--- src/ugtb_pkg.sv ---
// Shared types and constants for the grouped-undo text buffer.
package ugtb_pkg;

  localparam int OP_W       = 3;
  localparam int CHAR_W     = 8;
  localparam int IDX_W      = 8;
  localparam int STATUS_W   = 3;
  localparam int CFG_W      = 3;
  localparam int CFG_ADDR_W = 3;
  localparam int APB_DATA_W = 32;

  localparam logic [0:0]       REG_GROUP_LIMIT   = 1'b0;
  localparam logic [CFG_W-1:0] GROUP_LIMIT_RESET = 3'd4;

  typedef enum logic [OP_W-1:0] {
    OP_TYPE   = 3'd0,
    OP_DELETE = 3'd1,
    OP_UNDO   = 3'd2,
    OP_CLEAR  = 3'd3,
    OP_READ   = 3'd4
  } op_e;

  typedef enum logic [STATUS_W-1:0] {
    ST_OK         = 3'd0,
    ST_NO_UNDO    = 3'd1,
    ST_NO_DELETE  = 3'd2,
    ST_TEXT_FULL  = 3'd3,
    ST_STACK_FULL = 3'd4
  } status_e;

  typedef enum logic [2:0] {
    S_IDLE,
    S_DECODE,
    S_DEL,
    S_RESTORE,
    S_POP,
    S_REFILL,
    S_DONE
  } state_e;

  typedef struct packed {
    logic    load_in;
    logic    set_status;
    status_e status;
    logic    type_wr;
    logic    del_rd;
    logic    del_apply;
    logic    undo_trunc;
    logic    undo_start;
    logic    restore;
    logic    pop;
    logic    refill;
    logic    clear;
    logic    idx_rd;
    logic    load_out;
  } cmd_t;

  typedef struct packed {
    logic [OP_W-1:0] opcode;
    logic            text_empty;
    logic            text_full;
    logic            stack_empty;
    logic            stack_full;
    logic            join_type;
    logic            join_del;
    logic            top_is_del;
    logic            k_zero;
    logic            pend;
  } stat_t;

endpackage

--- src/ugtb_ctrl.sv ---
// Controller: sequences one operation at a time and owns both handshakes.
module ugtb_ctrl (
  input  logic            clk_i,
  input  logic            rst_ni,
  input  logic            in_valid_i,
  output logic            in_stall_o,
  output logic            out_valid_o,
  input  logic            out_stall_i,
  input  ugtb_pkg::stat_t stat_i,
  output ugtb_pkg::cmd_t  cmd_o
);
  import ugtb_pkg::*;

  state_e state_q, state_d;
  logic   out_valid_q;
  logic   out_free;

  assign out_free   = !out_valid_q || !out_stall_i;
  assign in_stall_o = (state_q != S_IDLE);

  always_ff @(posedge clk_i or negedge rst_ni) begin
    if (!rst_ni) begin
      state_q     <= S_IDLE;
      out_valid_q <= 1'b0;
    end else begin
      state_q <= state_d;
      if (cmd_o.load_out) begin
        out_valid_q <= 1'b1;
      end else if (!out_stall_i) begin
        out_valid_q <= 1'b0;
      end
    end
  end

  always_comb begin
    cmd_o   = '0;
    state_d = state_q;
    case (state_q)
      S_IDLE: begin
        if (in_valid_i) begin
          cmd_o.load_in = 1'b1;
          state_d       = S_DECODE;
        end
      end
      S_DECODE: begin
        cmd_o.set_status = 1'b1;
        cmd_o.status     = ST_OK;
        state_d          = S_DONE;
        case (op_e'(stat_i.opcode))
          OP_TYPE: begin
            if (stat_i.text_full) begin
              cmd_o.status = ST_TEXT_FULL;
            end else if (!stat_i.join_type && stat_i.stack_full) begin
              cmd_o.status = ST_STACK_FULL;
            end else begin
              cmd_o.type_wr = 1'b1;
            end
          end
          OP_DELETE: begin
            if (stat_i.text_empty) begin
              cmd_o.status = ST_NO_DELETE;
            end else if (!stat_i.join_del && stat_i.stack_full) begin
              cmd_o.status = ST_STACK_FULL;
            end else begin
              cmd_o.del_rd = 1'b1;
              state_d      = S_DEL;
            end
          end
          OP_UNDO: begin
            if (stat_i.stack_empty) begin
              cmd_o.status = ST_NO_UNDO;
            end else if (stat_i.top_is_del) begin
              cmd_o.undo_start = 1'b1;
              state_d          = S_RESTORE;
            end else begin
              cmd_o.undo_trunc = 1'b1;
              state_d          = S_POP;
            end
          end
          OP_CLEAR: begin
            cmd_o.clear = 1'b1;
          end
          OP_READ: begin
            cmd_o.idx_rd = 1'b1;
          end
          default: begin
          end
        endcase
      end
      S_DEL: begin
        cmd_o.del_apply = 1'b1;
        state_d         = S_DONE;
      end
      S_RESTORE: begin
        cmd_o.restore = 1'b1;
        if (stat_i.k_zero && !stat_i.pend) begin
          state_d = S_POP;
        end
      end
      S_POP: begin
        cmd_o.pop = 1'b1;
        state_d   = S_REFILL;
      end
      S_REFILL: begin
        cmd_o.refill = 1'b1;
        state_d      = S_DONE;
      end
      S_DONE: begin
        if (out_free) begin
          cmd_o.load_out = 1'b1;
          state_d        = S_IDLE;
        end
      end
      default: begin
        state_d = S_IDLE;
      end
    endcase
  end

  assign out_valid_o = out_valid_q;

  a_accept_busy: assert property (@(posedge clk_i) disable iff (!rst_ni)
    (in_valid_i && !in_stall_o) |=> (state_q == S_DECODE))
    else $error("accepted word did not start decode");

  a_done_holds: assert property (@(posedge clk_i) disable iff (!rst_ni)
    (state_q == S_DONE && out_valid_q && out_stall_i) |=>
      (state_q == S_DONE && out_valid_q))
    else $error("result overwrote a stalled output word");

  a_restore_exit: assert property (@(posedge clk_i) disable iff (!rst_ni)
    (state_q == S_RESTORE && state_d == S_POP) |-> (stat_i.k_zero && !stat_i.pend))
    else $error("restore left with characters outstanding");

endmodule
--- config.mk ---
export PLATFORM = sky130hd
export DESIGN_NAME = ugtb_ctrl
export DESIGN_NICKNAME = d
export VERILOG_FILES = /design/src/ugtb_pkg.sv /design/src/ugtb_ctrl.sv
export SDC_FILE = /design/constraint.sdc
export NUM_CORES = 1
export LEC_CHECK = 0
export BUFFER_PORTS_ARGS = -buffer_cell sky130_fd_sc_hd__buf_2
export CAP_MARGIN = 20
export CORE_AREA = 2 2 39 41
export CTS_CLUSTER_DIAMETER = 60
export DETAILED_ROUTE_END_ITERATION = 16
export DIE_AREA = 0 0 41 43
export PLACE_DENSITY_LB_ADDON = 0.1
export SLEW_MARGIN = 25
export SYNTH_ARGS = -nofsm -noshare
export SYNTH_HDL_FRONTEND = slang
export SYNTH_SLANG_ARGS = --single-unit
--- constraint.sdc ---
create_clock -name clk_i -period 3.5 [get_ports clk_i]
set_input_delay 0.525 -clock clk_i [delete_from_list [all_inputs] [get_ports clk_i]]
set_output_delay 0.525 -clock clk_i [all_outputs]
set_load 0.02 [all_outputs]
==> impl_metrics.yaml <==
clock_network:
  cts.sinks: 4
  postCtsSetupRepairBufs: 0
  cts_buffer_depth: 2
  clock_latency_ps: 220
  path_clk_slew_ps: 30
  cts_buffers: 3
  postCtsHoldBufs: 0
  cts_root_buf: "clkbuf_4"
  h-tree-depth: 1
  cts_tree: "done"
  cts_resized: 0
pwr:
  power.total_mw: 0.421
  p_per_area_mw_per_mm2: 600
  peakVddDrop_mv: 0.429
  p_leak_nw: 0.353
placement:
  gp_congestion: 0.765
  place_ws_ps: 1430
  place_hpwl_um: 1010
  portBuffers: 33
  dp.cells: 108
  place_area_um2: 679
final_layout:
  stdcell_area_um2: 702
  area_growth_pct: 35.5
  nets: 113
  n_antenna_cell: 0
  fin_cells: 111
  drive_above_1_share: 0.474
  fin_util: 0.507
critical_path:
  start_kind: "register"
  critPathArrivalTime_ps: 1770
  path_class: "reg2out"
  cp_max_fo: 12
  cp.required_ps: 2970
  endpoint_kind: "output pin"
timing:
  slew_violations: 0
  fin_setup_tns_ps: 0
  slew_headroom: 0.690
  finalHoldViolations: 0
  layout_min_cycle_time_ps: 2300
  worstMarginPinSlew_ps: 464
  setup_viol: 0
  period_share: 0.656
  worst_clock_skew_ps: 0.563
  fin_ws_ps: 1200
  fmax_ghz: 0.435
  rsz0062_at_grt: "no"
  holdWs_ps: 95.6
logic_synthesis:
  ys_warn_count: 0
  synthArstFlopShare: 1.00
  ys_ff_latch: 4
  synth_area_um2: 518
  synth_xor_area_frac: 0
  avgSynthCellArea_um2: 8.22
  syn_nets: 79
  synthAdderAreaFrac: 0
  synth.area.mux_share: 0.0386
  synth-main-ff-cell: "dfrtp_1"
  synth-compound-area-share: 0.210
  seq_area_frac_synth: 0.193
  synth_edf_count: 0
  yosys.cell_types.count: 31
  synthCells: 63
  yosys.area_share.simple: 0.490
  synth_top_family_by_area: "simple AND/OR/NAND/NOR gates"
grt:
  grt_pass1_wl_um: 2020
  use_met3: 0
  gr-total-overflow: 0
  antenna_found_initial: 0
  grtUsageMet1: 0.252
  grt_pass1_vias: 486
  grt_busiest_layer: "met1"
  grt_max_degree: 13
  met2_usage: 0.228
  grtUsageTotal: 0.161
floorplanning:
  num_io_pins: 34
  start_util: 0.374
  die_w_um: 41
  row_count: 14
  die-area_mm2: 0.00176
  die_y_um: 43
  coreArea_mm2: 0.00138
detailed_routing:
  drt_wl_total_um: 1230
  ant_nets: 0
  avgViaCountPerCell: 5.10
  wl_per_cell_um: 11.1
  first_pass_iters: 2
  drcViolationCount: 0
  dr_total_vias: 566
  drtIter0Drc: 4
run:
  drv_cap: 0
run_status:
  outcome: "completed"
min_path:
  hp-class: "in2async"
==> logic make-up (layout without fill, tap and decap cells) <==
family | after synthesis | in the layout
and+or+nand+nor | 37 | 37
DFF | 4 | 4
buffers and inverters | 7 | 39
AOI/OAI and AO/OA | 13 | 13
muxes | 2 | 2
==> cells in the mapped netlist, drive strengths merged (3+ instances only) <==
master  instances  area (µm²)
a21oi           4        20.0
and3            3        18.8
buf             3        20.0
dfrtp           4         100
inv             3        11.3
nand2           3        11.3
nand2b          5        48.8
nor2            6        22.5
nor3            6        41.3
nor4b           3        38.8
o21ai           4        20.0
==> worst max-delay path: stages, from the launching register on <==
cell	delay [ps]
dfrtp_1	490
nand2b_4	230
nor3_4	160
nand2b_2	140
a2111oi_4	320
buf_2	210
==> final timing paths <==
kind	slack (ps)	cells past startpoint	end	from
worst max-delay path	1200	5	cmd_o[10]	state_q[1]
worst min-delay path	100	1	out_valid_o	rst_ni
worst max register to register	2170	3	state_q[1]	state_q[2]
worst min register to register	540	2	out_valid_o	out_valid_o
max in group asynchronous	3290	1	state_q[1]	rst_ni
min in group clk_i	540	2	out_valid_o	out_valid_o
==> layer usage <==
metal	vias up	routed length, µm
li1	294	-
met1	259	595
met2	13	574
met3	0	60
met4	0	0
met5	-	0
==> state kept, by name, indices dropped and copies added (netlist names) <==
signal	flops
state_q	3
out_valid_o	1
==> cell type report <==
| class | instances | area (µm²) |
|---|---|---|
| fillers | 163 | 682 |
| well taps | 16 | 20.0 |
| repair buffers | 33 | 165 |
| multi-input cells | 52 | 383 |
| flip-flops and latches | 4 | 100 |
| clock buffers | 3 | 22.5 |
| inverters | 3 | 11.3 |
==> where the power goes <==
group | switching, mW | internal [mW] | total (mW) | leakage [nW]
logic | 0.139 | 0.102 | 0.241 | 0.290
registers | 0.0597 | 0.0683 | 0.128 | 0.0487
clock network | 0.0142 | 0.0380 | 0.0522 | 0.0138
==> cells in the final DEF (no fill, tap or decap) <==
cell type / count
a21o_1: 1
or3_1: 2
nor4b_2: 2
and3_1: 3
nor4_1: 1
inv_2: 1
a21oi_1: 4
nor2b_1: 2
a2111oi_4: 1
nand2_1: 3
a2111oi_2: 1
clkbuf_4: 3
nand2b_1: 2
and2_1: 2
nor2_1: 6
buf_2: 33
or2_0: 1
nand2b_4: 2
mux2i_1: 2
nand2b_2: 1
o2bb2ai_1: 1
o21ai_1: 4
nor4b_1: 1
nor3b_1: 2
dfrtp_1: 4
nand3b_1: 1
a32o_1: 1
inv_1: 2
nor3_4: 1
nor3_1: 5
Note: power is estimated with default switching activity, not from simulation.
